===== src/design/kwsc_pkg.sv =====
package kwsc_pkg;

  localparam int ALPHA_SIZE = 26;

  localparam logic [7:0] CHAR_LOWER_A = 8'h61;
  localparam logic [7:0] CHAR_UPPER_A = 8'h41;

  // request kind codes as they appear on the input channel
  localparam logic [2:0] KIND_CLEAR    = 3'd0;
  localparam logic [2:0] KIND_ADD      = 3'd1;
  localparam logic [2:0] KIND_FINALIZE = 3'd2;
  localparam logic [2:0] KIND_ENCRYPT  = 3'd3;
  localparam logic [2:0] KIND_DECRYPT  = 3'd4;

  // response status codes
  localparam logic [1:0] ST_OK        = 2'd0;
  localparam logic [1:0] ST_NOT_READY = 2'd1;
  localparam logic [1:0] ST_IGNORED   = 2'd2;

  // operation class after decode; unused kind codes become OP_NONE
  typedef enum logic [2:0] {
    OP_CLEAR,
    OP_ADD,
    OP_FINALIZE,
    OP_ENCRYPT,
    OP_DECRYPT,
    OP_NONE
  } op_t;

  // decoded item carried from the front end to the back end
  typedef struct packed {
    op_t        op;
    logic       letter;
    logic       upper;
    logic [4:0] idx;
    logic [7:0] code;
  } item_t;

endpackage


===== src/design/kwsc_if.sv =====
interface kwsc_req_if;
  logic       valid;
  logic       ready;
  logic [2:0] kind;
  logic [7:0] char_code;

  modport source (output valid, output kind, output char_code, input ready);
  modport sink (input valid, input kind, input char_code, output ready);
endinterface

interface kwsc_rsp_if;
  logic       valid;
  logic       ready;
  logic [7:0] char_out;
  logic [1:0] status;

  modport source (output valid, output char_out, output status, input ready);
  modport sink (input valid, input char_out, input status, output ready);
endinterface


===== src/design/kwsc_front.sv =====
module kwsc_front
  import kwsc_pkg::*;
(
  input  logic        clk,
  input  logic        rst,
  kwsc_req_if.sink    req,
  output logic        push_valid,
  input  logic        push_ready,
  output item_t       push_item
);

  logic  held;
  item_t item;
  item_t decoded;
  logic  is_lower;
  logic  is_upper;

  // classify the incoming character and kind
  always_comb begin
    is_lower = (req.char_code >= CHAR_LOWER_A) &&
               (req.char_code < CHAR_LOWER_A + 8'(ALPHA_SIZE));
    is_upper = (req.char_code >= CHAR_UPPER_A) &&
               (req.char_code < CHAR_UPPER_A + 8'(ALPHA_SIZE));
    decoded.code   = req.char_code;
    decoded.letter = is_lower || is_upper;
    decoded.upper  = is_upper;
    decoded.idx    = is_upper ? 5'(req.char_code - CHAR_UPPER_A)
                              : 5'(req.char_code - CHAR_LOWER_A);
    unique case (req.kind)
      KIND_CLEAR:    decoded.op = OP_CLEAR;
      KIND_ADD:      decoded.op = OP_ADD;
      KIND_FINALIZE: decoded.op = OP_FINALIZE;
      KIND_ENCRYPT:  decoded.op = OP_ENCRYPT;
      KIND_DECRYPT:  decoded.op = OP_DECRYPT;
      default:       decoded.op = OP_NONE;
    endcase
  end

  assign req.ready  = !held || push_ready;
  assign push_valid = held;
  assign push_item  = item;

  // hold one decoded beat until the queue takes it
  always_ff @(posedge clk) begin
    if (rst) begin
      held <= 1'b0;
    end else if (req.valid && req.ready) begin
      held <= 1'b1;
    end else if (push_ready) begin
      held <= 1'b0;
    end
  end

  always_ff @(posedge clk) begin
    if (req.valid && req.ready) begin
      item <= decoded;
    end
  end

endmodule


===== src/design/kwsc_queue.sv =====
module kwsc_queue
  import kwsc_pkg::*;
#(
  parameter int DEPTH = 4
) (
  input  logic  clk,
  input  logic  rst,
  input  logic  push_valid,
  output logic  push_ready,
  input  item_t push_item,
  output logic  pop_valid,
  input  logic  pop,
  output item_t pop_item
);

  localparam int PW = (DEPTH > 1) ? $clog2(DEPTH) : 1;
  localparam int CW = $clog2(DEPTH + 1);

  item_t          slots [DEPTH];
  logic [PW-1:0]  wptr;
  logic [PW-1:0]  rptr;
  logic [CW-1:0]  count;
  logic           do_push;
  logic           do_pop;

  assign push_ready = count != CW'(DEPTH);
  assign pop_valid  = count != '0;
  assign pop_item   = slots[rptr];
  assign do_push    = push_valid && push_ready;
  assign do_pop     = pop && pop_valid;

  // advance pointers and occupancy
  always_ff @(posedge clk) begin
    if (rst) begin
      wptr  <= '0;
      rptr  <= '0;
      count <= '0;
    end else begin
      if (do_push) begin
        wptr <= (wptr == PW'(DEPTH - 1)) ? '0 : wptr + 1'b1;
      end
      if (do_pop) begin
        rptr <= (rptr == PW'(DEPTH - 1)) ? '0 : rptr + 1'b1;
      end
      if (do_push && !do_pop) begin
        count <= count + 1'b1;
      end else if (do_pop && !do_push) begin
        count <= count - 1'b1;
      end
    end
  end

  always_ff @(posedge clk) begin
    if (do_push) begin
      slots[wptr] <= push_item;
    end
  end

endmodule


===== src/design/kwsc_back.sv =====
module kwsc_back
  import kwsc_pkg::*;
(
  input  logic       clk,
  input  logic       rst,
  input  logic       q_valid,
  output logic       q_pop,
  input  item_t      q_item,
  kwsc_rsp_if.source rsp
);

  typedef enum logic [1:0] {
    S_RUN  = 2'b01,
    S_FILL = 2'b10
  } state_t;

  state_t                  state;
  logic [4:0]              fwd_tbl [ALPHA_SIZE];
  logic [4:0]              inv_tbl [ALPHA_SIZE];
  logic [ALPHA_SIZE-1:0]   used;
  logic [4:0]              key_len;
  logic                    key_ready;
  logic [4:0]              fill_idx;
  logic                    out_valid;
  logic [7:0]              out_char;
  logic [1:0]              out_status;

  logic       out_free;
  logic       out_load;
  logic       fill_last;
  logic       fill_step;
  logic       place_en;
  logic [4:0] place_letter;
  logic [7:0] base;
  logic [7:0] run_char;
  logic [1:0] run_status;

  assign out_free  = !out_valid || rsp.ready;
  assign fill_last = fill_idx == 5'(ALPHA_SIZE - 1);
  assign fill_step = (state == S_FILL) && (!fill_last || out_free);
  assign q_pop     = (state == S_RUN) && q_valid && out_free;
  assign out_load  = (q_pop && q_item.op != OP_FINALIZE) || (fill_step && fill_last);
  assign base      = q_item.upper ? CHAR_UPPER_A : CHAR_LOWER_A;

  assign rsp.valid    = out_valid;
  assign rsp.char_out = out_char;
  assign rsp.status   = out_status;

  // pick the letter to place in the next free table slot
  always_comb begin
    place_en     = 1'b0;
    place_letter = q_item.idx;
    if (q_pop && q_item.op == OP_ADD && q_item.letter) begin
      place_en = !used[q_item.idx] && (key_len < 5'(ALPHA_SIZE));
    end else if (fill_step) begin
      place_letter = fill_idx;
      place_en     = !used[fill_idx] && (key_len < 5'(ALPHA_SIZE));
    end
  end

  // result of a beat taken from the queue
  always_comb begin
    run_char   = 8'd0;
    run_status = ST_OK;
    unique case (q_item.op)
      OP_ADD: begin
        if (!q_item.letter) run_status = ST_IGNORED;
      end
      OP_ENCRYPT, OP_DECRYPT: begin
        if (!key_ready) begin
          run_char   = q_item.code;
          run_status = ST_NOT_READY;
        end else if (!q_item.letter) begin
          run_char = q_item.code;
        end else if (q_item.op == OP_ENCRYPT) begin
          run_char = base + {3'b000, fwd_tbl[q_item.idx]};
        end else begin
          run_char = base + {3'b000, inv_tbl[q_item.idx]};
        end
      end
      default: begin
        run_char   = 8'd0;
        run_status = ST_OK;
      end
    endcase
  end

  // control: execute, sweep the alphabet on finalize, drive the result
  always_ff @(posedge clk) begin
    if (rst) begin
      state     <= S_RUN;
      used      <= '0;
      key_len   <= '0;
      key_ready <= 1'b0;
      fill_idx  <= '0;
      out_valid <= 1'b0;
    end else begin
      if (out_load) begin
        out_valid <= 1'b1;
      end else if (rsp.ready) begin
        out_valid <= 1'b0;
      end
      if (place_en) begin
        used[place_letter] <= 1'b1;
        key_len            <= key_len + 1'b1;
      end
      unique case (state)
        S_RUN: begin
          if (q_pop) begin
            if (q_item.op == OP_FINALIZE) begin
              state    <= S_FILL;
              fill_idx <= '0;
            end else if (q_item.op == OP_CLEAR) begin
              used      <= '0;
              key_len   <= '0;
              key_ready <= 1'b0;
            end
          end
        end
        S_FILL: begin
          if (fill_step) begin
            if (fill_last) begin
              state     <= S_RUN;
              fill_idx  <= '0;
              key_ready <= 1'b1;
            end else begin
              fill_idx <= fill_idx + 1'b1;
            end
          end
        end
        default: begin
          state <= S_RUN;
        end
      endcase
    end
  end

  // result payload
  always_ff @(posedge clk) begin
    if (q_pop && q_item.op != OP_FINALIZE) begin
      out_char   <= run_char;
      out_status <= run_status;
    end else if (fill_step && fill_last) begin
      out_char   <= 8'd0;
      out_status <= ST_OK;
    end
  end

  // key tables: forward by position, inverse by letter
  always_ff @(posedge clk) begin
    if (place_en) begin
      fwd_tbl[key_len]      <= place_letter;
      inv_tbl[place_letter] <= key_len;
    end
  end

endmodule


===== src/design/keyword_substitution_cipher.sv =====
// Keyword substitution cipher on a character stream.
// req channel: kind (0 clear, 1 add key letter, 2 finalize, 3 encrypt,
// 4 decrypt) and char_code. rsp channel: one beat per request with
// char_out (zero for key operations) and status (0 ok, 1 key not
// finalized so the character passed, 2 key character ignored).
// Letter case is kept; non-letters pass unchanged.
// Path: decode register, then queue, then back-end result register.
// Throughput: one beat per cycle for clear, add, encrypt and decrypt
// while the receiver keeps up. A finalize holds the back end while it
// sweeps the alphabet one letter a cycle, the last once the result
// register is free, to fill the table; the queue of QUEUE_DEPTH decoded
// beats keeps taking requests meanwhile.
// Reset clears the key (no letters used, not finalized) and empties the
// queue and the result register; no request is lost or answered twice.
// When the receiver stalls, the result beat holds, the back end stops,
// and req.ready drops once the queue and decode register are full.
module keyword_substitution_cipher
  import kwsc_pkg::*;
#(
  parameter int QUEUE_DEPTH = 4
) (
  input  logic       clk,
  input  logic       rst,
  kwsc_req_if.sink   req,
  kwsc_rsp_if.source rsp
);

  logic  push_valid;
  logic  push_ready;
  item_t push_item;
  logic  pop_valid;
  logic  pop;
  item_t pop_item;

  kwsc_front u_front (
    .clk        (clk),
    .rst        (rst),
    .req        (req),
    .push_valid (push_valid),
    .push_ready (push_ready),
    .push_item  (push_item)
  );

  kwsc_queue #(
    .DEPTH (QUEUE_DEPTH)
  ) u_queue (
    .clk        (clk),
    .rst        (rst),
    .push_valid (push_valid),
    .push_ready (push_ready),
    .push_item  (push_item),
    .pop_valid  (pop_valid),
    .pop        (pop),
    .pop_item   (pop_item)
  );

  kwsc_back u_back (
    .clk     (clk),
    .rst     (rst),
    .q_valid (pop_valid),
    .q_pop   (pop),
    .q_item  (pop_item),
    .rsp     (rsp)
  );

endmodule


===== src/flat_wrapper.sv =====
// flat-port wrapper written by rule: the top's interface ports become plain ports
module keyword_substitution_cipher_flat import kwsc_pkg::*;
#(
  parameter int QUEUE_DEPTH = 4
)
  (clk, rst, req_valid, req_kind, req_char_code, req_ready, rsp_valid, rsp_char_out, rsp_status, rsp_ready);
  kwsc_req_if req_i ();
  kwsc_rsp_if rsp_i ();
  input  logic clk;
  input  logic rst;
  input wire logic [$bits(req_i.valid)-1:0] req_valid;
  input wire logic [$bits(req_i.kind)-1:0] req_kind;
  input wire logic [$bits(req_i.char_code)-1:0] req_char_code;
  output wire logic [$bits(req_i.ready)-1:0] req_ready;
  output wire logic [$bits(rsp_i.valid)-1:0] rsp_valid;
  output wire logic [$bits(rsp_i.char_out)-1:0] rsp_char_out;
  output wire logic [$bits(rsp_i.status)-1:0] rsp_status;
  input wire logic [$bits(rsp_i.ready)-1:0] rsp_ready;
  assign req_i.valid = req_valid;
  assign req_i.kind = req_kind;
  assign req_i.char_code = req_char_code;
  assign req_ready = req_i.ready;
  assign rsp_valid = rsp_i.valid;
  assign rsp_char_out = rsp_i.char_out;
  assign rsp_status = rsp_i.status;
  assign rsp_i.ready = rsp_ready;
  keyword_substitution_cipher #(.QUEUE_DEPTH(QUEUE_DEPTH)) u_core (.clk(clk), .rst(rst), .req(req_i), .rsp(rsp_i));
endmodule

===== config.mk =====
export PLATFORM = sky130hd
export DESIGN_NAME = keyword_substitution_cipher_flat
export DESIGN_NICKNAME = d
export VERILOG_FILES = /design/src/design/kwsc_pkg.sv /design/src/design/kwsc_if.sv /design/src/design/kwsc_front.sv /design/src/design/kwsc_queue.sv /design/src/design/kwsc_back.sv /design/src/design/keyword_substitution_cipher.sv /design/src/flat_wrapper.sv
export SDC_FILE = /design/constraint.sdc
export NUM_CORES = 1
export LEC_CHECK = 0
export BUFFER_PORTS_ARGS = -buffer_cell sky130_fd_sc_hd__buf_2
export CORE_AREA = 2 2 175 177
export CTS_CLUSTER_SIZE = 20
export DETAILED_ROUTE_END_ITERATION = 6
export DIE_AREA = 0 0 177 179
export HOLD_SLACK_MARGIN = 0.08
export PLACE_DENSITY = 0.73
export SYNTH_ARGS = -nofsm -noshare
export SYNTH_HDL_FRONTEND = slang
export SYNTH_SLANG_ARGS = --single-unit

===== constraint.sdc =====
create_clock -name clk -period 4 [get_ports clk]
set_input_delay 0.6 -clock clk [delete_from_list [all_inputs] [get_ports clk]]
set_output_delay 0.6 -clock clk [all_outputs]
set_load 0.01 [all_outputs]

* Yosys cells after proc, flatten, opt, wreduce, memory -nomap -nowiden
Memory sizes are Yosys's and may differ from the RTL's. A register that Yosys moved wholly into a read port is not among the register bits.
Index checks and enable logic that the tools add are counted.
** Word-level totals
- Memory bits (writable) :: 332
- Register bits :: 76
- Memories kept :: 3
- Output and inout bits :: 12
- Word-level logic and storage cells :: 166
** Operators by class
- Reduce and logical (&&, ||, !) cells :: 41
- Bitwise operators :: 1
- $add $sub $neg :: 10
- Equal/unequal tests :: 21
- Mux-type cells :: 64
- Magnitude comparators :: 9
** Memories
- u_core.u_back.fwd_tbl :: depth 26, width 5, read ports 1, clocked after Yosys merged registers in 0, wr ports 1, line kwsc_back.sv:18 : logic [4:0] fwd_tbl [ALPHA_SIZE];
- u_core.u_back.inv_tbl :: depth 26, width 5, read ports 1, clocked after Yosys merged registers in 0, wr ports 1, line kwsc_back.sv:19 : logic [4:0] inv_tbl [ALPHA_SIZE];
- u_core.u_queue.slots :: depth 4, width 18, read ports 1, clocked after Yosys merged registers in 1, wr ports 1, line kwsc_queue.sv:19 : item_t slots [DEPTH];
** Operators with widths (count)
- $mux W26 :: 5
- $mux W5 :: 12
- $mux W8 :: 6
- $or A26 B26 Y26 :: 1
- $mux W2 :: 11
- $mux W1 :: 19
- $lt A5 B6 Y1 const B :: 3
- $logic_and A1 B1 Y1 :: 17
- $add A7 B5 Y8 :: 2
- $ge A8 B7 Y1 const B :: 2
- $lt A8 B7 Y1 const B :: 2
- $pmux W3 S5 :: 1
- $eq A3 B2 Y1 const B :: 4
- $add A5 B1 Y5 const B :: 2
- $bmux W1 S5 :: 2
- $pmux W5 S2 :: 1
- $reduce_bool A2 Y1 :: 5
- $sub A5 B1 Y5 const B :: 2
- $ne A2 B2 Y1 const B :: 4
- $pmux W2 S2 :: 2
- $reduce_and A4 Y1 :: 2
- $logic_not A1 Y1 :: 7
- $eq A2 B2 Y1 const B :: 3
- $eq A3 B1 Y1 const B :: 2
- 20 further kinds :: 29

* Longest topological paths before layout
Gate-level depths: netlist of the first run.
- Depth after elaboration :: 16
- Gate-level depth with buffers :: 14

* Hierarchy
From an unflattened synthesis of the first run, not the netlist that was laid out.
** Second synthesis, totals
- Cells, all modules :: 982
- Area total of the unflattened synthesis :: 17175.2 µm²
** By module, submodules not included
- kwsc_back :: area each 13359.1 µm², times used 1, cells each 797
- kwsc_queue :: area each 3075.4 µm², times used 1, cells each 142
- kwsc_front :: area each 740.7 µm², times used 1, cells each 43

* Worst setup path after synthesis of the first run
OpenSTA, ideal clock, no wires.
- Path kind :: register -> register
- Start point :: reg u_core.u_back.fill_idx[1]
- End point :: mem u_core.u_back.inv_tbl[19][0] (enable)
- Arrival time :: 3.204 ns
- Path buffers :: 2
- Required time :: 3.624 ns
- Library setup time :: 0.376 ns
- Cell stages (with the launch flop) :: 13
- Clock period less this slack :: 3.581 ns
- Path slack :: 0.419 ns
- Cells stage by stage :: dfxtp_1 clkbuf_1 inv_1 ha_1 nand4b_1 o21ai_0 clkbuf_1 nor2_1 a21oi_1 clkinv_1 nor2_1 nand2_1 nor3_1
** RTL lines
- start, declared :: line kwsc_back.sv:23 : logic [4:0] fill_idx;
- start signal, assigned :: line kwsc_back.sv:127 : fill_idx <= fill_idx + 1'b1;
- $eq A5 B5 Y1 :: line kwsc_back.sv:39 : assign fill_last = fill_idx == 5'(ALPHA_SIZE - 1);
- $logic_not A1 Y1 :: line kwsc_back.sv:40 : assign fill_step = (state == S_FILL) && (!fill_last || out_free);
- $logic_or A1 B1 Y1 :: line kwsc_back.sv:40
- $logic_and A1 B1 Y1 :: line kwsc_back.sv:40
- $mux W5 :: line kwsc_back.sv:55 : end else if (fill_step) begin
- $mux W5 :: line kwsc_back.sv:53 : if (q_pop && q_item.op == OP_ADD && q_item.letter) begin
- named net u_core.u_back.place_letter[3] :: line kwsc_back.sv:33 : logic [4:0] place_letter;
- end, declared :: line kwsc_back.sv:19
The timed path passes the listed nets, and every way through them passes these cells. The select of a mux whose other input is x is not followed.

==> key figures, run 1 <==
Setup path
  • Worst Path Required: 4.18 ns
  • CP max FO: 11
  • CP Cell Sequence: mux4_4 > buf_12 > mux4_2 > mux2i_1 > nor2_1 > o41ai_2 > buf_4 > nand2_1 > nor2_1
  • Crit path kind: reg2reg
  • Crit path launch type: register
  • Worst path max stage delay: 0.76 ns
  • Worst setup EP type: register
  • CP max stage cell: mux4_4
  • Crit path DAT: 4.15 ns
  • Most common cell on crit path: nor2_1

Floorplanning
  • Initial Utilization: 57.07%
  • Die outline area: 0.03168 mm2
  • Die X: 177 um
  • Core ar.: 0.03003 mm2
  • FP Rows: 64
  • Die span in y: 179 um
  • I/O pin count: 27

Power
  • Int Pwr: 8.931 mW
  • Switch Pwr: 3.770 mW
  • P_leak: 7.025 nW
  • Power per cell area: 645.1 mW/mm2
  • Switch share: 29.68%
  • VDD IR max: 417.4 uV
  • Comb power frac: 26.7%
  • Sequential Power Share: 40.2%
  • Clock share of power: 33.1%

STA
  • Unrepaired setup endpoints after global routing: true
  • Period utilization: 99.22%
  • Fin. max-slew vios: 0
  • Setup_tns: 0 ns
  • Final setup viols: 0
  • Final hold vios: 0
  • Final min period: 3.969 ns
  • F_max: 252.0 MHz
  • Least-Margin Pin Slew: 1.095 ns
  • Slew margin rel.: 26.69%
  • Clock skew: 0.01080 ns

Global route
  • Met2 usage: 41.57%
  • Number of global-route vias before repair: 9988
  • Most used routing layer: met2
  • Initial antenna violation count: 0
  • Global-route wire length before repair: 58960 um
  • Largest net degree at the start of global routing: 39
  • Total grt overflow: 0
  • Grt met3 use: 4.241%
  • M1 GR Usage: 34.11%
  • Gr usage total: 25.05%

Min path
  • Worst min path class: in2reg

Logic synthesis
  • Share of the synthesized area in the top cell type: 63.08%
  • Yosys warnings: 0
  • Ys async rst share: 0%
  • Cell variety after synth: 68
  • Sequential area share after synthesis: 68.93%
  • Commonest cells in the netlist: 360 x edfxtp_1, 96 x mux2i_1, 96 x nor2_1
  • Cell with the most instances after synthesis: edfxtp_1
  • Cell taking the most area after synthesis: edfxtp_1
  • Synthesized area: 0.01714 mm2
  • Syn nets: 1115
  • Syn_area_per_cell: 15.82 um2
  • Synth Flop Type: edfxtp_1
  • Post-synth EDFFs: 360
  • Gate Count Post-Synth: 1083
  • FF+latch count, synth: 410
  • Top cells by area, synth: edfxtp_1 63%, mux4_2 7.5%, dfxtp_1 5.8%

Run status
  • Run status: finished, final reports clean

Clocking
  • TritonCTS clock tree: done
  • Clock Path Buffers: 3
  • Clock Latency Late Sink: 0.54 ns
  • Clock-pin slew on the worst setup and hold paths: 0.06 ns
  • Clk root buf: clkbuf_16
  • Num CTS Buffers: 42
  • # H-tree levels: 2
  • Clock Sinks: 410

Place
  • Area of placed instances: 0.01811 mm2
  • Port buffer count: 26
  • RePlAce Congestion: 0.8802
  • Placed Cells: 1529
  • DP Wirelength: 24360 um

Cells and area
  • Finished Layout Cells: 1609
  • Fin area: 0.01969 mm2
  • Final net count: 1214
  • Filler cells: 2069
  • Antenna diode count: 0
  • Multi-input logic area: 0.004952 mm2
  • Utilization after layout: 65.56%
  • FF+latch area: 0.01181 mm2
  • Layout cell share with drive strength beyond 1: 22.09%
  • Layout area overhead: 14.89%

Drt
  • Post-Route WL: 38220 um
  • Drt pass-1 iters: 6
  • DR DRC count: 0
  • Drt via density: 6.177
  • Initial DRC count: 1033
  • Antenna viol nets, final: 0
  • Avg WL per Cell: 23.75 um
  • DR vias: 9938

Job
  • Max cap viols: 0
-- metrics by stage --
step                      hold WS (ns)  setup slack (ns)  power (mW)
final                           0.2448           0.03126       12.70
after global routing            0.2459          -0.05721       13.12
after CTS                       0.2333           0.02739       12.71
after detailed placement        0.4691          -0.07979       8.466
after global placement          0.4558          -0.01979       8.426
after floorplan                 0.4322            0.4194       7.406
-- final cells by class --
class	instances	share of cell area (%)
Sequential cell	410	60.01
Tap cell	396	2.517
Timing Repair Buffer	112	4.341
Clock buffer	49	5.796
Clock inverter	26	1.786
Inverter	21	0.4004
Multi-Input combinational cell	595	25.15
-- layer usage --
| metal | vias up | wire length (um) |
|---|---|---|
| met5 | - | 0 |
| met1 | 4963 | 15240 |
| li1 | 4386 | - |
| met2 | 489 | 18770 |
| met3 | 100 | 3053 |
| met4 | 0 | 1157 |
-- cell families (layout without fill, tap and decap cells) --
family	after synthesis	in the layout	synth area share (%)
flops	410	410	68.93
simple gates	293	293	8.440
mux	161	162	13.62
compound gates	112	112	4.673
buf+inv	79	208	2.490
fa+ha+maj	17	17	1.285
xor+xnor	11	11	0.5623
-- critical path, delay by kind of cell (launching register included) --
kind                   cells  cell delay (ns)
flip-flops                 1             0.46
AND/OR/NAND/NOR            3             0.88
buffers and inverters      2             0.48
AO/OA/AOI/OAI              1             0.38
multiplexers               3             1.39
-- path summary, 6_finish.rpt --
kind / from / end / slack, ns / cells after the start
worst min-delay path: req_char_code[6] / u_core.u_front.push_item[6] / 0.24 / 1
worst min register to register: u_core.u_back.used[2] / u_core.u_back.used[2] / 0.48 / 2
worst max register to register: register / u_core.u_back.fwd_tbl[9][4] / 0.03 / 9
worst max-delay path: register / u_core.u_back.fwd_tbl[9][4] / 0.03 / 9
-- power groups by stage --
stage	clock [mW]	combinational, mW	sequential, mW
finish	4.20	3.39	5.11
global route	4.39	3.60	5.13
detailed placement	0	3.28	5.18
floorplan	0	2.22	5.19
global placement	0	3.25	5.18
CTS	4.25	3.36	5.11
-- timing repair --
item,in CTS,in global routing
gates cloned,1,0
setup endpoints to repair,7,43
setup buffers,4,0
hold buffers,0,0
gates resized for setup,1,8
-- sequential cells by signal, indices dropped and copies added, names as in the netlist, 3 cells and up, named ones only --
name / cells
u_core.u_front.push_item: 18
u_core.u_back.rsp.char_out: 8
u_core.u_back.fill_idx: 5
u_core.u_queue.slots: 72
u_core.u_back.fwd_tbl: 130
u_core.u_back.key_len: 5
u_core.u_back.inv_tbl: 130
u_core.u_back.used: 26
u_core.u_queue.count: 3
-- cell usage in the layout (no fill, tap or decap), types with 6 or more instances in the layout --
cell type,n
o22ai_1,6
a32oi_1,6
edfxtp_1,360
nand2_1,82
buf_4,79
a21oi_1,18
a31oi_1,8
or3_1,7
and2_1,7
clkinv_1,12
inv_1,19
nand3_1,25
bufinv_16,9
buf_12,6
a221oi_1,6
nand4_1,9
o21ai_0,12
nor2_1,91
nor2b_1,10
o21a_1,19
nor3_2,7
buf_2,26
mux2_2,8
dfxtp_1,48
clkbuf_16,45
nand2b_1,9
ha_1,16
nor3_1,12
mux2i_1,96
o2111ai_1,6
mux4_2,55
xor2_1,8
Power figures use the tool's default switching activity.
==> run 2, diff against run 1 <==
CELL_PAD_IN_SITES_DETAIL_PLACEMENT = 0   (was default)
CELL_PAD_IN_SITES_GLOBAL_PLACEMENT = 2   (was default)
CORE_AREA = 2 2 194 196   (was 2 2 175 177)
DIE_AREA = 0 0 196 198   (was 0 0 177 179)
GPL_ROUTABILITY_DRIVEN = 0   (was default)
PLACE_DENSITY = 0.78   (was 0.73)
==> key figures, run 2 (synthesized netlist as in run 1, its figures left out) <==
Power
  • Switch Pwr: 3.829 mW
  • Total power: 12.35 mW
  • Power per cell area: 628.1 mW/mm2
  • P_leak: 6.981 nW
  • Comb power frac: 28.5%
  • Sequential Power Share: 41.1%
  • Int Pwr: 8.521 mW
  • VDD IR max: 458.9 uV
  • Switch share: 31.00%
  • Clock share of power: 30.4%

Clocking
  • Clock Sinks: 410
  • TritonCTS clock tree: done
  • Num CTS Buffers: 42
  • Hold_buf cts: 0
  • # H-tree levels: 2
  • Clock Latency Late Sink: 0.56 ns
  • Clk root buf: clkbuf_16
  • Clock Path Buffers: 3
  • Clock-pin slew on the worst setup and hold paths: 0.06 ns

Drt
  • Drt via density: 5.668
  • M1 WL: 17390 um
  • DR DRC count: 0
  • Met3 WL: 2066 um
  • Avg WL per Cell: 23.04 um
  • DR vias: 9596
  • Initial DRC count: 848
  • Top Layer Used: met4
  • Post-Route WL: 39010 um
  • Metal2 WL: 18740 um
  • Antenna viol nets, final: 0
  • Drt pass-1 iters: 5

Floorplanning
  • I/O pin count: 27
  • FP Rows: 71
  • Die X: 196 um
  • Die span in y: 198 um
  • Die outline area: 0.03881 mm2
  • Core ar.: 0.03696 mm2
  • Initial Utilization: 46.37%

STA
  • Final setup viols: 0
  • Fin. max-slew vios: 0
  • Setup_tns: 0 ns
  • Period utilization: 96.27%
  • F_max: 259.7 MHz
  • Least-Margin Pin Slew: 1.109 ns
  • Final min period: 3.851 ns
  • Clock skew: 0.02728 ns
  • Final hold vios: 0
  • Unrepaired setup endpoints after global routing: false
  • WHS: 0.2431 ns
  • Slew margin rel.: 25.82%

Cells and area
  • Layout cell share with drive strength beyond 1: 21.74%
  • Antenna diode count: 0
  • Layout area overhead: 14.74%
  • Fin area: 0.01966 mm2
  • Filler cells: 3071
  • Most frequent cells in the layout: 360 x edfxtp_1, 96 x mux2i_1, 95 x nor2_1
  • Largest regs: u_core.u_back.fwd_tbl x130, u_core.u_back.inv_tbl x130, u_core.u_queue.slots x72
  • Leading cell type in the layout, fill and taps excluded: edfxtp_1
  • Final net count: 1219
  • Utilization after layout: 53.21%

Global route
  • Total grt overflow: 0
  • Number of global-route vias before repair: 9558
  • Gr usage total: 20.48%
  • Global-route wire length before repair: 59120 um
  • Largest net degree at the start of global routing: 37
  • Initial antenna violation count: 0

Setup path
  • Reg2Reg Depth: 11
  • CP max FO: 31
  • Worst setup EP type: register
  • Crit path launch type: register
  • Crit path DAT: 4.25 ns
  • Crit path kind: reg2reg
  • Reg2Reg Capture Point: u_core.u_back.rsp.char_out[4]
  • R2r setup slk: 0.15 ns
  • Worst path depth: 11
  • CP bufs+invs: 2
  • Worst Path Required: 4.40 ns
  • Crit path max-delay family: multiplexers
  • Worst path max stage delay: 0.83 ns
  • CP max stage cell: mux4_4
  • CP Cell Sequence: buf_4 > mux4_4 > buf_12 > mux4_2 > mux2i_1 > o22ai_1 > o31a_1 > ha_1 > nor3b_1 > or3_1 > o211ai_1
  • End point of the critical path: u_core.u_back.rsp.char_out[4]

Min path
  • Worst min path class: in2reg

Place
  • Area of placed instances: 0.01826 mm2
  • DP Wirelength: 26050 um
  • Port buffer count: 26

Run status
  • Run status: finished, final reports clean

Job
  • Max cap viols: 0
-- run 2: metrics by stage --
step | setup WS [ns] | std cells
2_1_floorplan | 0.4194 | 1083
3_3_place_gp | 0.1381 | 1609
3_5_place_dp | 0.06693 | 1609
4_1_cts | 0.07166 | 1685
5_1_grt | 0.003337 | 1693
6_report | 0.1494 | 1693
-- run 2: how the worst min path moves through the flow --
stage                                start                           to  slack, ns  cells past startpoint
finish                    req_char_code[5]  u_core.u_front.push_item[5]       0.24                      1
global route              req_char_code[5]  u_core.u_front.push_item[5]       0.22                      1
CTS                       req_char_code[6]  u_core.u_front.push_item[6]       0.21                      1
detailed placement  u_core.u_back.used[12]       u_core.u_back.used[12]       0.47                      2
global placement    u_core.u_back.used[10]       u_core.u_back.used[10]       0.46                      1
floorplan           u_core.u_back.used[22]       u_core.u_back.used[22]       0.43                      2
-- run 2: per-layer routing --
metal  GRT usage [%]  vias to the layer above
met1           29.05                     4898
met4           5.584                        0
li1                -                     4392
met2           33.23                      252
met3           3.168                       54
met5               0                        -
-- run 2: what timing repair did --
item,CTS,global route
buffers inserted,0,8
endpoints found under the setup margin,0,76
gates resized for setup,0,1
-- run 2: power by group through the flow --
stage | Sequential, mW | Combinational [mW] | Clock, mW
floorplan | 5.19 | 2.22 | 0
finish | 5.07 | 3.52 | 3.76
global placement | 5.16 | 3.46 | 0
CTS | 5.08 | 3.48 | 3.83
global route | 5.09 | 3.76 | 3.99
detailed placement | 5.17 | 3.47 | 0
-- run 2: area by class of cell --
cell class	count	area, um2	area share, %
flip-flops and latches	410	11810	60.07
multi-input cells	594	4917	25.01
clock buffers	50	1081	5.498
repair buffers	118	933.4	4.747
well taps	474	593.1	3.016
clock inverters	26	247.7	1.260
inverters	21	78.83	0.4009
-- run 2: worst reg2reg max path, cell delays in order (launching register included) --
cell	delay [ns]
dfxtp_1	0.36
buf_4	0.16
mux4_4	0.83
buf_12	0.26
mux4_2	0.45
mux2i_1	0.29
o22ai_1	0.12
o31a_1	0.37
ha_1	0.26
nor3b_1	0.15
or3_1	0.34
o211ai_1	0.10
==> run 3, diff against run 2 <==
CTS_CLUSTER_SIZE = default   (was 20)
GPL_TIMING_DRIVEN = 0   (was default)
PLACE_DENSITY = 0.83   (was 0.78)
==> key figures, run 3 (synthesized netlist as in run 1, its figures left out) <==
Drt
  • DR DRC count: 0
  • DR vias: 9805
  • Drt pass-1 iters: 6
  • Initial DRC count: 918
  • Post-Route WL: 43270 um
  • Drt via density: 5.819
  • Avg WL per Cell: 25.68 um
  • Antenna viol nets, final: 0

STA
  • Final hold vios: 0
  • Least-Margin Pin Slew: 1.405 ns
  • Unrepaired setup endpoints after global routing: true
  • Slew margin rel.: 6.345%
  • Clock skew: 0.01790 ns
  • F_max: 256.2 MHz
  • Period utilization: 97.58%
  • Final setup viols: 0
  • Fin. max-slew vios: 0
  • Final min period: 3.903 ns

Global route
  • Number of global-route vias before repair: 9856
  • Gr usage total: 22.96%
  • Initial antenna violation count: 0
  • Total grt overflow: 0
  • Global-route wire length before repair: 64190 um
  • Largest net degree at the start of global routing: 35

Setup path
  • Worst setup EP type: register
  • Crit path kind: reg2reg
  • Crit path launch type: register
  • R2r setup slk: 0.1 ns
  • Reg2Reg Depth: 13
  • Worst path max stage delay: 0.54 ns
  • CP bufs+invs: 6
  • Reg2Reg Capture Point: u_core.u_back.fwd_tbl[16][3]
  • Worst Path Required: 4.23 ns
  • Crit path max-delay family: multiplexers
  • Most common cell on crit path: buf_6
  • CP max FO: 10
  • Crit path DAT: 4.14 ns
  • CP Cell Sequence: buf_8 > mux4_2 > buf_6 > buf_6 > buf_8 > mux4_2 > mux2i_2 > nor2_1 > o41ai_2 > buf_4 > buf_6 > nand2_1 > nor2_2
  • CP max stage cell: mux4_2

Power
  • P_leak: 6.990 nW
  • Total power: 13.17 mW
  • VDD IR max: 397.4 uV
  • Power per cell area: 654.3 mW/mm2

Clocking
  • Clock Path Buffers: 3
  • Clock Latency Late Sink: 0.57 ns
  • TritonCTS clock tree: done
  • # H-tree levels: 2
  • Clock-pin slew on the worst setup and hold paths: 0.06 ns
  • Num CTS Buffers: 43
  • Clock Sinks: 410
  • Hold_buf cts: 0
  • Clk root buf: clkbuf_16

Place
  • Port buffer count: 26
  • DP Wirelength: 28400 um

Floorplanning
  • I/O pin count: 27
  • Die span in y: 198 um
  • Die outline area: 0.03881 mm2
  • Die X: 196 um
  • FP Rows: 71
  • Initial Utilization: 46.37%
  • Core ar.: 0.03696 mm2

Min path
  • Worst min path class: in2reg
  • Hold path cells: 1
  • Hold EP: u_core.u_front.push_item[5]
  • Worst hold start: req_char_code[5]

Cells and area
  • Largest regs: u_core.u_back.fwd_tbl x130, u_core.u_back.inv_tbl x130, u_core.u_queue.slots x72
  • Final net count: 1213
  • Layout cell share with drive strength beyond 1: 25.60%
  • Utilization after layout: 54.46%
  • Most frequent cells in the layout: 360 x edfxtp_1, 90 x mux2i_1, 77 x nand2_1
  • Layout area overhead: 17.44%
  • Antenna diode count: 0
  • Leading cell type in the layout, fill and taps excluded: edfxtp_1
  • Filler cells: 2962

Job
  • Max cap viols: 0

Run status
  • Run status: finished, final reports clean
run 3: cell types whose count changed in the layout (fill, tap and decap cells not counted), moves of 6 or more:
cell,delta
buf_6,+11
mux2i_1,-6
nor3_4,+9
nor2_4,+24
nor3_2,-7
nor2_1,-38
clkbuf_1,+16
clkinv_1,-7
nor2_2,+14
buf_2,+11
buf_4,-59
run 3: worst max path at each step:
stage | startpoint | endpoint | slack, ns | cells past startpoint
after global routing | u_core.u_queue.slots[3][8] | u_core.u_back.fwd_tbl[22][2] | -0.03 | 13
after detailed placement | u_core.u_back.fill_idx[1] | u_core.u_back.inv_tbl[19][3] | -1.46 | 12
after global placement | u_core.u_back.fill_idx[1] | u_core.u_back.inv_tbl[19][3] | -1.32 | 12
final | register | u_core.u_back.fwd_tbl[16][3] | 0.1 | 13
after floorplan | u_core.u_back.fill_idx[1] | u_core.u_back.inv_tbl[19][0] | 0.42 | 12
after CTS | register | u_core.u_back.fwd_tbl[17][2] | -0.1 | 13
run 3: final cells by class:
type / instances / area [um2] / share of cell area, %
sequential: 410 / 11810 / 58.70
timing repair inverter: 2 / 10.01 / 0.04974
buffer: 58 / 384.1 / 1.909
inverter: 21 / 100.1 / 0.4974
clock buffer: 50 / 1102 / 5.478
tap: 474 / 593.1 / 2.947
clock inverter: 25 / 352.8 / 1.753
timing repair buffer: 51 / 412.9 / 2.052
multi-input combinational: 594 / 5356 / 26.62
run 3: per-stage QoR:
step           setup slack, ns  hold slack [ns]  cells  cell area [um2]  setup TNS, ns
5_1_grt               -0.03188           0.1997   1685            20120        -0.4318
3_5_place_dp            -1.463           0.4622   1584            17880        -121.15
2_1_floorplan           0.4194           0.4322   1083            17140              0
3_3_place_gp            -1.315           0.4448   1583            17860        -114.00
4_1_cts               -0.09901           0.1950   1670            19770         -1.959
6_report               0.09687           0.2231   1685            20120              0
run 3: routing by layer:
metal  global-route usage, %  routed length [um]  share of wire [%]  up-vias
li1                        -                   -                  -     4400
met4                   8.530                1414                3.3        0
met3                   4.122                2856                6.6       78
met5                       0                   0                  0        -
met1                   31.02               18060                 42     5008
met2                   37.51               20940                 48      319
run 3: what timing repair did:
item                                    in CTS  in global routing
buffers inserted                             9                 15
resized for setup                           84                 51
cloned                                       2                  0
pin swaps                                    4                 11
endpoints found under the setup margin     276                259
run 3: worst reg2reg max path: stages, from the launching register on:
cell and delay [ns]:
dfxtp_2 0.35, buf_8 0.12, mux4_2 0.54, buf_6 0.17
buf_6 0.16, buf_8 0.18, mux4_2 0.33, mux2i_2 0.21
nor2_1 0.09, o41ai_2 0.30, buf_4 0.16, buf_6 0.16
nand2_1 0.33, nor2_2 0.46
run 3: report_power, final:
part / switching, mW / total (mW) / internal, mW
Sequential: 0.0893 / 5.10 / 5.01
Clock: 1.66 / 4.16 / 2.50
Combinational: 2.54 / 3.91 / 1.37
Total: 4.29 / 13.2 / 8.87
